### src/hw/rtl/ccr_pkg.sv
package ccr_pkg;

  localparam logic [31:0] SIGMA0 = 32'h61707865;
  localparam logic [31:0] SIGMA1 = 32'h3320646E;
  localparam logic [31:0] SIGMA2 = 32'h79622D32;
  localparam logic [31:0] SIGMA3 = 32'h6B206574;

  localparam int NUM_CFG = 5;
  localparam logic [2:0] CFG_KEY01 = 3'd0;
  localparam logic [2:0] CFG_KEY23 = 3'd1;
  localparam logic [2:0] CFG_KEY45 = 3'd2;
  localparam logic [2:0] CFG_KEY67 = 3'd3;
  localparam logic [2:0] CFG_NONCE = 3'd4;

  // Request from the sequencer to the shared 32-bit divider.
  typedef struct packed {
    logic        start;
    logic [31:0] dividend;
    logic [31:0] divisor;
  } div_req_t;

  typedef struct packed {
    logic        done;
    logic [31:0] rem;
  } div_rsp_t;

  function automatic logic [31:0] rotl(input logic [31:0] v, input int s);
    rotl = (v << s) | (v >> (32 - s));
  endfunction

endpackage

### src/hw/rtl/chacha20_bounded_random_unit.sv
// ChaCha20 bounded random unit.
// Input channel: in_valid/in_ready with in_upper_bound; one word per request.
// Output channel: out_valid/out_ready with out_random_value, one word per request.
// Configuration: cfg_valid/cfg_ready (always ready), cfg_index selects key
// word pairs 0..3 or the nonce (4); writes take effect at the next refill.
// A request first takes one 32-bit remainder to form the rejection limit, then
// draws words from the buffer, then takes a second 32-bit remainder for the
// result. A keystream refill of ceil(ROUNDS/2) double rounds runs once every
// 16 words.
// Bounds of 0 or 1 answer zero and draw no word.
// The unit handles one request at a time; in_ready is low until the result
// is taken. If the receiver stalls, the result waits in the output register.
// After reset the block counter is zero and the buffer is empty, so the first
// draw triggers a refill.
module chacha20_bounded_random_unit
  import ccr_pkg::*;
#(
  parameter int ROUNDS = 20
) (
  input  logic        clk,
  input  logic        rst_n,
  input  logic        in_valid,
  output logic        in_ready,
  input  logic [31:0] in_upper_bound,
  output logic        out_valid,
  input  logic        out_ready,
  output logic [31:0] out_random_value,
  input  logic        cfg_valid,
  output logic        cfg_ready,
  input  logic [2:0]  cfg_index,
  input  logic [63:0] cfg_data
);

  typedef enum logic [2:0] {S_IDLE, S_LIMIT, S_DRAW, S_FILL, S_MOD, S_OUT} state_t;

  state_t state_r;
  logic [63:0] cfg_r [NUM_CFG];
  logic [63:0] ctr_r;
  logic [4:0]  widx_r;
  logic [31:0] bound_r;
  logic [31:0] limit_r;
  logic [31:0] res_r;
  logic        wait_r;
  logic [15:0][31:0] buf_r;

  div_req_t dreq;
  div_rsp_t drsp;
  logic core_start, core_done;
  logic [15:0][31:0] init_words, core_words;
  logic [31:0] word;

  assign cfg_ready = 1'b1;
  assign in_ready  = (state_r == S_IDLE);
  assign out_valid = (state_r == S_OUT);
  assign out_random_value = res_r;
  assign word = buf_r[widx_r[3:0]];

  always_comb begin
    init_words[0] = SIGMA0;
    init_words[1] = SIGMA1;
    init_words[2] = SIGMA2;
    init_words[3] = SIGMA3;
    for (int i = 0; i < 4; i++) begin
      init_words[4 + 2 * i] = cfg_r[i][31:0];
      init_words[5 + 2 * i] = cfg_r[i][63:32];
    end
    init_words[12] = ctr_r[31:0];
    init_words[13] = ctr_r[63:32];
    init_words[14] = cfg_r[CFG_NONCE][31:0];
    init_words[15] = cfg_r[CFG_NONCE][63:32];
  end

  always_comb begin
    dreq = '0;
    core_start = 1'b0;
    if (state_r == S_LIMIT && !wait_r) begin
      dreq.start = 1'b1;
      dreq.dividend = 32'hFFFFFFFF;
      dreq.divisor = bound_r;
    end else if (state_r == S_DRAW && !widx_r[4] && word < limit_r) begin
      dreq.start = 1'b1;
      dreq.dividend = word;
      dreq.divisor = bound_r;
    end
    if (state_r == S_DRAW && widx_r[4]) core_start = 1'b1;
  end

  ccr_div u_div (.clk(clk), .rst_n(rst_n), .req(dreq), .rsp(drsp));

  ccr_core #(.ROUNDS(ROUNDS)) u_core (
    .clk(clk), .rst_n(rst_n), .start(core_start), .init_words(init_words),
    .done(core_done), .key_words(core_words)
  );

  always_ff @(posedge clk) begin
    if (!rst_n) begin
      state_r <= S_IDLE;
      ctr_r   <= '0;
      widx_r  <= 5'd16;
      wait_r  <= 1'b0;
      for (int i = 0; i < NUM_CFG; i++) cfg_r[i] <= '0;
    end else begin
      if (cfg_valid && cfg_index < 3'(NUM_CFG)) cfg_r[cfg_index] <= cfg_data;
      unique case (state_r)
        S_IDLE: begin
          if (in_valid) begin
            bound_r <= in_upper_bound;
            wait_r  <= 1'b0;
            if (in_upper_bound <= 32'd1) begin
              res_r   <= '0;
              state_r <= S_OUT;
            end else begin
              state_r <= S_LIMIT;
            end
          end
        end
        S_LIMIT: begin
          wait_r <= 1'b1;
          if (drsp.done) begin
            limit_r <= 32'hFFFFFFFF - drsp.rem;
            state_r <= S_DRAW;
          end
        end
        S_DRAW: begin
          if (widx_r[4]) begin
            state_r <= S_FILL;
          end else begin
            widx_r <= widx_r + 5'd1;
            // A word at or above the limit is dropped and the next one drawn.
            if (word < limit_r) state_r <= S_MOD;
          end
        end
        S_FILL: begin
          if (core_done) begin
            buf_r   <= core_words;
            ctr_r   <= ctr_r + 64'd1;
            widx_r  <= '0;
            state_r <= S_DRAW;
          end
        end
        S_MOD: begin
          if (drsp.done) begin
            res_r   <= drsp.rem;
            state_r <= S_OUT;
          end
        end
        S_OUT: begin
          if (out_ready) state_r <= S_IDLE;
        end
        default: state_r <= S_IDLE;
      endcase
    end
  end

endmodule

### src/hw/rtl/ccr_core.sv
// ChaCha block function: one quarter round per cycle over a 16-word register file,
// then the feed-forward add in the ADD state.
module ccr_core
  import ccr_pkg::*;
#(
  parameter int ROUNDS = 20
) (
  input  logic              clk,
  input  logic              rst_n,
  input  logic              start,
  input  logic [15:0][31:0] init_words,
  output logic              done,
  output logic [15:0][31:0] key_words
);

  localparam int DROUNDS = (ROUNDS + 1) / 2;
  localparam int QR_TOTAL = DROUNDS * 8;
  localparam int QW = $clog2(QR_TOTAL + 1);

  typedef enum logic [1:0] {IDLE, RUN, ADD} state_t;

  state_t state_r;
  logic [QW-1:0] qcnt_r;
  logic [15:0][31:0] w_r;
  logic [15:0][31:0] init_r;
  logic done_r;

  logic [2:0] qsel;
  logic [3:0] ia, ib, ic, id;
  logic [31:0] a0, b0, c0, d0, a1, b1, c1, d1, a2, b2, c2, d2;

  assign qsel = qcnt_r[2:0];

  always_comb begin
    ia = {2'b00, qsel[1:0]};
    if (!qsel[2]) begin
      ib = 4'd4 + {2'b00, qsel[1:0]};
      ic = 4'd8 + {2'b00, qsel[1:0]};
      id = 4'd12 + {2'b00, qsel[1:0]};
    end else begin
      ib = 4'd4 + {2'b00, qsel[1:0] + 2'd1};
      ic = 4'd8 + {2'b00, qsel[1:0] + 2'd2};
      id = 4'd12 + {2'b00, qsel[1:0] + 2'd3};
    end
    a0 = w_r[ia] + w_r[ib];
    d0 = rotl(w_r[id] ^ a0, 16);
    c0 = w_r[ic] + d0;
    b0 = rotl(w_r[ib] ^ c0, 12);
    a1 = a0 + b0;
    d1 = rotl(d0 ^ a1, 8);
    c1 = c0 + d1;
    b1 = rotl(b0 ^ c1, 7);
    a2 = a1; b2 = b1; c2 = c1; d2 = d1;
  end

  always_ff @(posedge clk) begin
    if (!rst_n) begin
      state_r <= IDLE;
      qcnt_r  <= '0;
      done_r  <= 1'b0;
    end else begin
      done_r <= 1'b0;
      unique case (state_r)
        IDLE: begin
          if (start) begin
            w_r     <= init_words;
            init_r  <= init_words;
            qcnt_r  <= '0;
            state_r <= RUN;
          end
        end
        RUN: begin
          w_r[ia] <= a2;
          w_r[ib] <= b2;
          w_r[ic] <= c2;
          w_r[id] <= d2;
          if (qcnt_r == QW'(QR_TOTAL - 1)) state_r <= ADD;
          qcnt_r <= qcnt_r + 1'b1;
        end
        ADD: begin
          for (int i = 0; i < 16; i++) w_r[i] <= w_r[i] + init_r[i];
          done_r  <= 1'b1;
          state_r <= IDLE;
        end
        default: state_r <= IDLE;
      endcase
    end
  end

  assign done = done_r;
  assign key_words = w_r;

endmodule

### src/hw/rtl/ccr_div.sv
// Restoring 32-bit remainder, one quotient bit per cycle.
module ccr_div
  import ccr_pkg::*;
(
  input  logic     clk,
  input  logic     rst_n,
  input  div_req_t req,
  output div_rsp_t rsp
);

  logic        busy_r;
  logic [5:0]  cnt_r;
  logic [31:0] num_r;
  logic [31:0] den_r;
  logic [32:0] rem_r;
  logic        done_r;
  logic [32:0] trial;

  assign trial = {rem_r[31:0], num_r[31]} - {1'b0, den_r};

  always_ff @(posedge clk) begin
    if (!rst_n) begin
      busy_r <= 1'b0;
      done_r <= 1'b0;
      cnt_r  <= '0;
    end else begin
      done_r <= 1'b0;
      if (!busy_r) begin
        if (req.start) begin
          busy_r <= 1'b1;
          num_r  <= req.dividend;
          den_r  <= req.divisor;
          rem_r  <= '0;
          cnt_r  <= 6'd32;
        end
      end else begin
        if (!trial[32]) rem_r <= {1'b0, trial[31:0]};
        else rem_r <= {rem_r[31:0], num_r[31]};
        num_r <= num_r << 1;
        cnt_r <= cnt_r - 6'd1;
        if (cnt_r == 6'd1) begin
          busy_r <= 1'b0;
          done_r <= 1'b1;
        end
      end
    end
  end

  assign rsp.done = done_r;
  assign rsp.rem  = rem_r[31:0];

endmodule
### config.mk
export PLATFORM = sky130hd
export DESIGN_NAME = chacha20_bounded_random_unit
export DESIGN_NICKNAME = d
export VERILOG_FILES = /design/src/hw/rtl/ccr_pkg.sv /design/src/hw/rtl/chacha20_bounded_random_unit.sv /design/src/hw/rtl/ccr_core.sv /design/src/hw/rtl/ccr_div.sv
export SDC_FILE = /design/constraint.sdc
export NUM_CORES = 2
export LEC_CHECK = 0
export ABC_AREA = 0
export BUFFER_PORTS_ARGS = -buffer_cell sky130_fd_sc_hd__buf_4
export CORE_MARGIN = 1
export CORE_UTILIZATION = 45
export CTS_CLUSTER_DIAMETER = 120
export DETAILED_ROUTE_END_ITERATION = 8
export SLEW_MARGIN = 20
export SYNTH_ARGS = -nofsm -noshare
export SYNTH_HDL_FRONTEND = slang
export SYNTH_HIERARCHICAL = 1
export SYNTH_SLANG_ARGS = --single-unit
### constraint.sdc
create_clock -name clk -period 55.2 [get_ports clk]
set_input_delay 5.52 -clock clk [delete_from_list [all_inputs] [get_ports clk]]
set_output_delay 5.52 -clock clk [all_outputs]
set_load 0.02 [all_outputs]
* Word level (Yosys, flattened, before mapping)
Memories as Yosys holds them, arrays and structs flattened.
Index checks and enable logic that the tools add are counted.
** Cells by class
- Equality and inequality tests :: 19
- Magnitude comparators :: 12
- Add/sub/neg operators :: 35
- Mux-type cells :: 72
- Divide/modulo/power cells :: 0
- Shifts and indexed selects :: 0
- Reduce and logical (&&, ||, !) cells :: 36
- Bitwise gates (word level) :: 9
- Multipliers :: 0
** Operators by type and width (number)
- $bwmux W512 :: 4
- $pmux W512 S3 :: 1
- $mux W32 :: 17
- $add A32 B32 Y32 :: 16
- $bmux W32 S4 :: 4
- $mux W512 :: 1
- $demux W32 S4 :: 3
- $mux W65 :: 2
- $xor A32 B32 Y32 :: 4
- $add A32 B31 Y32 const B :: 3
- $add A64 B1 Y64 const B :: 1
- $bmux W32 S2 :: 1
- $demux W32 S2 :: 1
- $mux W64 :: 1
- $pmux W32 S2 :: 1
- $reduce_or A64 Y1 :: 1
- $sub A33 B32 Y33 :: 1
- $add A32 B30 Y32 const B :: 1
- $le A32 B1 Y1 const B :: 1
- $lt A32 B32 Y1 :: 1
- $or A32 B12 Y32 :: 1
- $or A32 B16 Y32 :: 1
- $or A32 B7 Y32 :: 1
- $or A32 B8 Y32 :: 1
- other kinds (47) :: 114
** Storage, ports and cells
- Output and inout port bits :: 35
- Bits in read-only memories :: 0
- RAM bits :: 320
- Memories kept :: 1
- Bits of input ports :: 104
- Bits in latches :: 0
- Register bits :: 1691
** Memory list
- cfg_r :: depth 5, bits a word 64, rd ports 5, clocked after memory_dff 0, wr ports 5, line chacha20_bounded_random_unit.sv:37 : logic [63:0] cfg_r [NUM_CFG];

* Logic depth before layout (Yosys ltp)
- Depth after elaboration :: 21
- Mapped depth :: 56
- Gate-level depth less buffers :: 54

* Modules after synthesis
Netlist, hierarchy kept.
** By module, submodules not included
- ccr_core :: instances 1, cells each 7841, area an instance 78012.3 sq um, seq. area each 30949.7 sq um
- chacha20_bounded_random_unit :: instances 1, cells each 2252, area an instance 39476.6 sq um, seq. area each 29328.1 sq um
- ccr_div :: instances 1, cells each 528, area an instance 6007.0 sq um, seq. area each 3042.9 sq um

* Worst setup path before layout
OpenSTA, ideal clock, no wires.
- Path type :: input -> register
- From :: input port rst_n
- To :: register u_core.w_r, in the netlist u_core/key_words[0] (enable)
- Stages on the path :: 2
- Required time :: 53.183 ns
- Buffers on the path :: 0
- Arrival :: 40.160 ns
- Slack :: 13.023 ns
- Path through :: inv_1 nor3_1
** On the way
- Word-level cells in the longest chain between the ends :: 1
** RTL lines
- start, declared :: line chacha20_bounded_random_unit.sv:21 : input logic rst_n,
- $reduce_and A3 Y1 (no line)
- end signal, assigned :: line ccr_core.sv:66 : w_r <= init_words;
- end, declared :: line ccr_core.sv:24 : logic [15:0][31:0] w_r;
Every way passes these cells.
A chain may end at the register's enable or synchronous reset.

* Final worst setup path
- From :: register u_core.qcnt_r[0]
- To :: register u_core.w_r, in the netlist u_core/key_words[130] (data pin)
** On the way
- Word-level cells in the longest chain between the ends :: 21
** RTL lines
- start, declared :: line ccr_core.sv:23 : logic [QW-1:0] qcnt_r;
- start signal, assigned :: line ccr_core.sv:78 : qcnt_r <= qcnt_r + 1'b1;
- $add A2 B1 Y2 :: line ccr_core.sv:41 : ib = 4'd4 + {2'b00, qsel[1:0] + 2'd1};
- $add A3 B2 Y4 :: line ccr_core.sv:41
- $mux W4 :: line ccr_core.sv:36 : if (!qsel[2]) begin
- $bmux W32 S4 :: line ccr_core.sv:45, ccr_core.sv:48
- $mux W32 (not written as such) :: line ccr_core.sv:45, ccr_core.sv:48
- $add A32 B32 Y32 :: line ccr_core.sv:45 : a0 = w_r[ia] + w_r[ib];
- $xor A32 B32 Y32 :: line ccr_core.sv:46 : d0 = rotl(w_r[id] ^ a0, 16);
- $or A32 B16 Y32 :: line ccr_pkg.sv:28 : rotl = (v << s) | (v >> (32 - s));
- [... 5 more ...]
- $or A32 B8 Y32 :: line ccr_pkg.sv:28
- $add A32 B32 Y32 :: line ccr_core.sv:51 : c1 = c0 + d1;
- $xor A32 B32 Y32 :: line ccr_core.sv:52 : b1 = rotl(b0 ^ c1, 7);
- $or A32 B7 Y32 :: line ccr_pkg.sv:28
- $bwmux W512 :: line ccr_core.sv:74 : w_r[ib] <= b2;
- $bwmux W512 :: line ccr_core.sv:75 : w_r[ic] <= c2;
- $bwmux W512 * :: line ccr_core.sv:76 : w_r[id] <= d2;
- $pmux W512 S3 * :: line ccr_core.sv:63 : unique case (state_r)
Every way passes the cells marked *; elsewhere a longest branch is shown, timed or not. The select of a mux whose other input is x is not followed.

==> flow_summary_export.csv <==
group,metric,value,unit
run_status,status,"completed",
routing,drc,0,
routing,vias,94800,
synthesis,ys_seq_area_share,51.3,%
placement,io_buffers,137,
critical_path,crit_path_start,"u_core/qcnt_r[0]",
cts,clockBufferDepth,4,
routing,ant_nets,0,
placement,dpl.hpwl,384000,um
synthesis,synth.avg_cell_area,11.6,um2
layout,fin_util,50.8,%
die,fp.dieW,526,um
critical_path,crit_fanout,36,
layout,nets,11800,
die,die_area,0.277,mm2
routing,drt-wirelength-per-cell,34.7,um
critical_path,cp-end-kind,"flop",
cts,cts_buffers,238,
timing,hold_viol,0,
cts,cts.hold.buffers_added,0,
timing,setup_violations,0,
timing,finalClockSkew,0.0773,ns
cts,root_buffer,"clkbuf_16",
critical_path,cpLargestDelayFamily,"compound AO/OA/AOI/OAI gates",
cts,numClockSinks,2139,
cts,post_cts_buffers,0,
routing,drt_pre_antenna_iters,8,
power_and_ir_drop,p_leak,51.2,nW
synthesis,ys_warn_count,6,
global_routing,grtUsageTotal,36.4,%
routing,viasPerCell,6.40,
critical_path,r2r-end,"u_core/key_words[130]",
die,core,0.272,mm2
synthesis,synth_edf_count,2048,
critical_path,crit_path_start_kind,"flop",
global_routing,antenna_found_initial,73,
cts,ctsHtreeMaxLevel,4,
critical_path,crit_type,"flop to flop",
die,ios,139,
timing,fmax,55.1,MHz
global_routing,grt_pass1_wl,708000,um
critical_path,ff2ff_setup_slack,37.05,ns
timing,fin_crit_sh,32.9,%
worst_hold_path,hold_path_class,"flop to flop",
global_routing,grt_start_max_net_pins,144,
synthesis,syn_area,0.123,mm2
die,start_util,45.4,%
synthesis,synthCells,10600,
timing,finalMaxSlewViolations,0,
synthesis,ys_seq_elements,2139,
cts,cts_resized,0,
synthesis,ys.flop_type,"edfxtp_1",
timing,final.setup.tns,0,ns
critical_path,slowest_stage,"xnor2_1",
power_and_ir_drop,max-vdd-ir-drop,0.0000252,V
timing,rsz0062_at_grt,"false",
run,maxCapViolCount,0,
timing,timing.hold.ws,0.404,ns
layout,syn2layout_area_growth,11.9,%
critical_path,rr_startpoint,"u_core/qcnt_r[0]",
die,die_y,526,um
timing,fin_crit,18.15,ns
critical_path,cp.depth,53,
synthesis,synthArstFlopShare,0,%
cts,cts_tree,"built",
placement,place.gp.congestion,1.01,
critical_path,crit_buf_inv,4,
cts,clk_pin_slew_worst_paths,0.06,ns
synthesis,yosys.cell_types.count,115,
critical_path,critPathMaxStageDelay,0.90,ns
critical_path,crit_required,55.82,ns
timing,slew_headroom,12.8,%
global_routing,grt.overflow.total,0,
critical_path,cp.arrival,18.77,ns
power_and_ir_drop,power.density,27.1,mW/mm2
routing,wl,514000,um
routing,drt_iter0_markers,11900,
critical_path,cp-endpoint,"u_core/key_words[130]",
die,core.rowCount,191,
cts,clk_latency,0.95,ns
critical_path,reg2regPathDepth,53,
global_routing,grt_pass1_vias,90400,
timing,tightest_slew,1.31,ns
layout,layout-drive-gt1-share,11.5,%
[registers in the layout (all words and copies together) (netlist names), 6 cells and up]
| register | flops |
|---|---|
| cfg_r | 320 |
| u_div/den_r | 32 |
| limit_r | 32 |
| u_div/num_r | 32 |
| u_core/init_r | 512 |
| ctr_r | 64 |
| u_div/rem_r | 32 |
| u_div/cnt_r | 6 |
| u_core/qcnt_r | 7 |
| out_random_value | 32 |
| bound_r | 32 |
| u_core/key_words | 512 |
| buf_r | 512 |
[report_power, final]
part           leakage (nW)  switching, W  internal [W]  total [W]
Combinational          28.1      0.000232      0.000106   0.000338
Clock                  3.66      0.000688      0.000884    0.00157
Sequential             19.4     0.0000200       0.00181    0.00183
Total                  51.2      0.000940       0.00280    0.00374
[layout make-up]
| cell class | count | area, um2 |
|---|---|---|
| antenna | 30 | 75.1 |
| clock buffer | 308 | 6360 |
| clock inverter | 129 | 1110 |
| fill | 23800 | 134000 |
| inverter | 303 | 1150 |
| multi-input combinational | 7960 | 58800 |
| sequential | 2139 | 63300 |
| tap | 3570 | 4470 |
| timing repair buffer | 366 | 2880 |
[metrics by stage]
step / instance area, um2 / cells / total power (W) / setup WS, ns
finish: 138000 / 14800 / 0.00374 / 37.05
global route: 138000 / 14800 / 0.00384 / 36.29
CTS: 138000 / 14800 / 0.00376 / 37.30
detailed placement: 131000 / 14300 / 0.00220 / 37.40
global placement: 131000 / 14300 / 0.00220 / 37.46
floorplan: 124000 / 10900 / 0.00205 / 13.02
[metal layers]
layer  track usage [%]  wire length (um)  up-vias
li1                  -                 -    41100
met1              47.9            202000    47700
met2              55.5            226000     5050
met3              8.08             52300      935
met4              20.6             33600       28
met5                 0               182        -
[cell usage after synthesis, types with 83 or more instances]
master | instances | area [um2]
a211oi_1 | 83 | 623
a21o_1 | 317 | 2380
a21oi_1 | 850 | 4250
a221oi_1 | 190 | 1660
a31oi_1 | 94 | 588
and2_1 | 401 | 2510
clkbuf_1 | 374 | 1400
dfxtp_1 | 91 | 1820
edfxtp_1 | 2048 | 61500
ha_1 | 696 | 8710
inv_1 | 301 | 1130
mux2_2 | 101 | 1140
mux2i_1 | 115 | 1150
mux4_2 | 286 | 6440
nand2_1 | 677 | 2540
nand2b_1 | 100 | 626
nand3_1 | 179 | 896
nor2_1 | 958 | 3600
nor3_1 | 126 | 631
o21a_1 | 90 | 676
o21ai_0 | 588 | 2940
o21bai_1 | 89 | 668
xnor2_1 | 449 | 3930
xor2_1 | 298 | 2610
[cell usage in the layout (no fill, tap or decap), types with 94 or more instances in the layout]
| cell type | Yosys | final |
|---|---|---|
| a31oi_1 | 94 | 94 |
| a21o_1 | 317 | 317 |
| xnor2_1 | 449 | 422 |
| nand2b_1 | 100 | 96 |
| a221oi_1 | 190 | 190 |
| nor2_1 | 958 | 939 |
| mux2i_1 | 115 | 115 |
| o21ai_0 | 588 | 585 |
| mux2_2 | 101 | 101 |
| and2_1 | 401 | 400 |
| xor2_1 | 298 | 274 |
| edfxtp_1 | 2048 | 2048 |
| a21oi_1 | 850 | 848 |
| nor3_1 | 126 | 123 |
| nand3_1 | 179 | 179 |
| buf_4 | 7 | 355 |
| mux4_2 | 286 | 286 |
| conb_1 | 2 | 257 |
| nand2_1 | 677 | 671 |
| ha_1 | 696 | 688 |
| inv_1 | 301 | 299 |
| clkbuf_16 | 0 | 241 |
[worst min path at each step]
stage / startpoint / endpoint / slack, ns / depth (start not counted)
finish: cfg_r[0][16] / u_core/init_r[144] / 0.40 / 0
global route: cfg_r[0][16] / u_core/init_r[144] / 0.41 / 0
global placement: cfg_r[1][35] / u_core/init_r[227] / 0.43 / 0
CTS: cfg_r[0][16] / u_core/init_r[144] / 0.41 / 0
floorplan: cfg_r[4][29] / u_core/init_r[477] / 0.42 / 0
detailed placement: cfg_r[3][32] / u_core/init_r[352] / 0.43 / 0
[cell families (layout without fill, tap and decap cells)]
kind of cell / Yosys count / in the layout / share of synthesized area (%)
multiplexers: 503 / 503 / 7.09
XOR/XNOR: 758 / 758 / 5.47
buffers and inverters: 777 / 1106 / 2.47
AND/OR/NAND/NOR: 2829 / 2829 / 10.9
flip-flops: 2139 / 2139 / 51.3
adder cells (fa/ha/maj): 717 / 717 / 7.39
AO/OA/AOI/OAI: 2896 / 2896 / 15.4
other: 2 / 287 / 0.00608
Note: power is estimated with default switching activity, not from simulation.
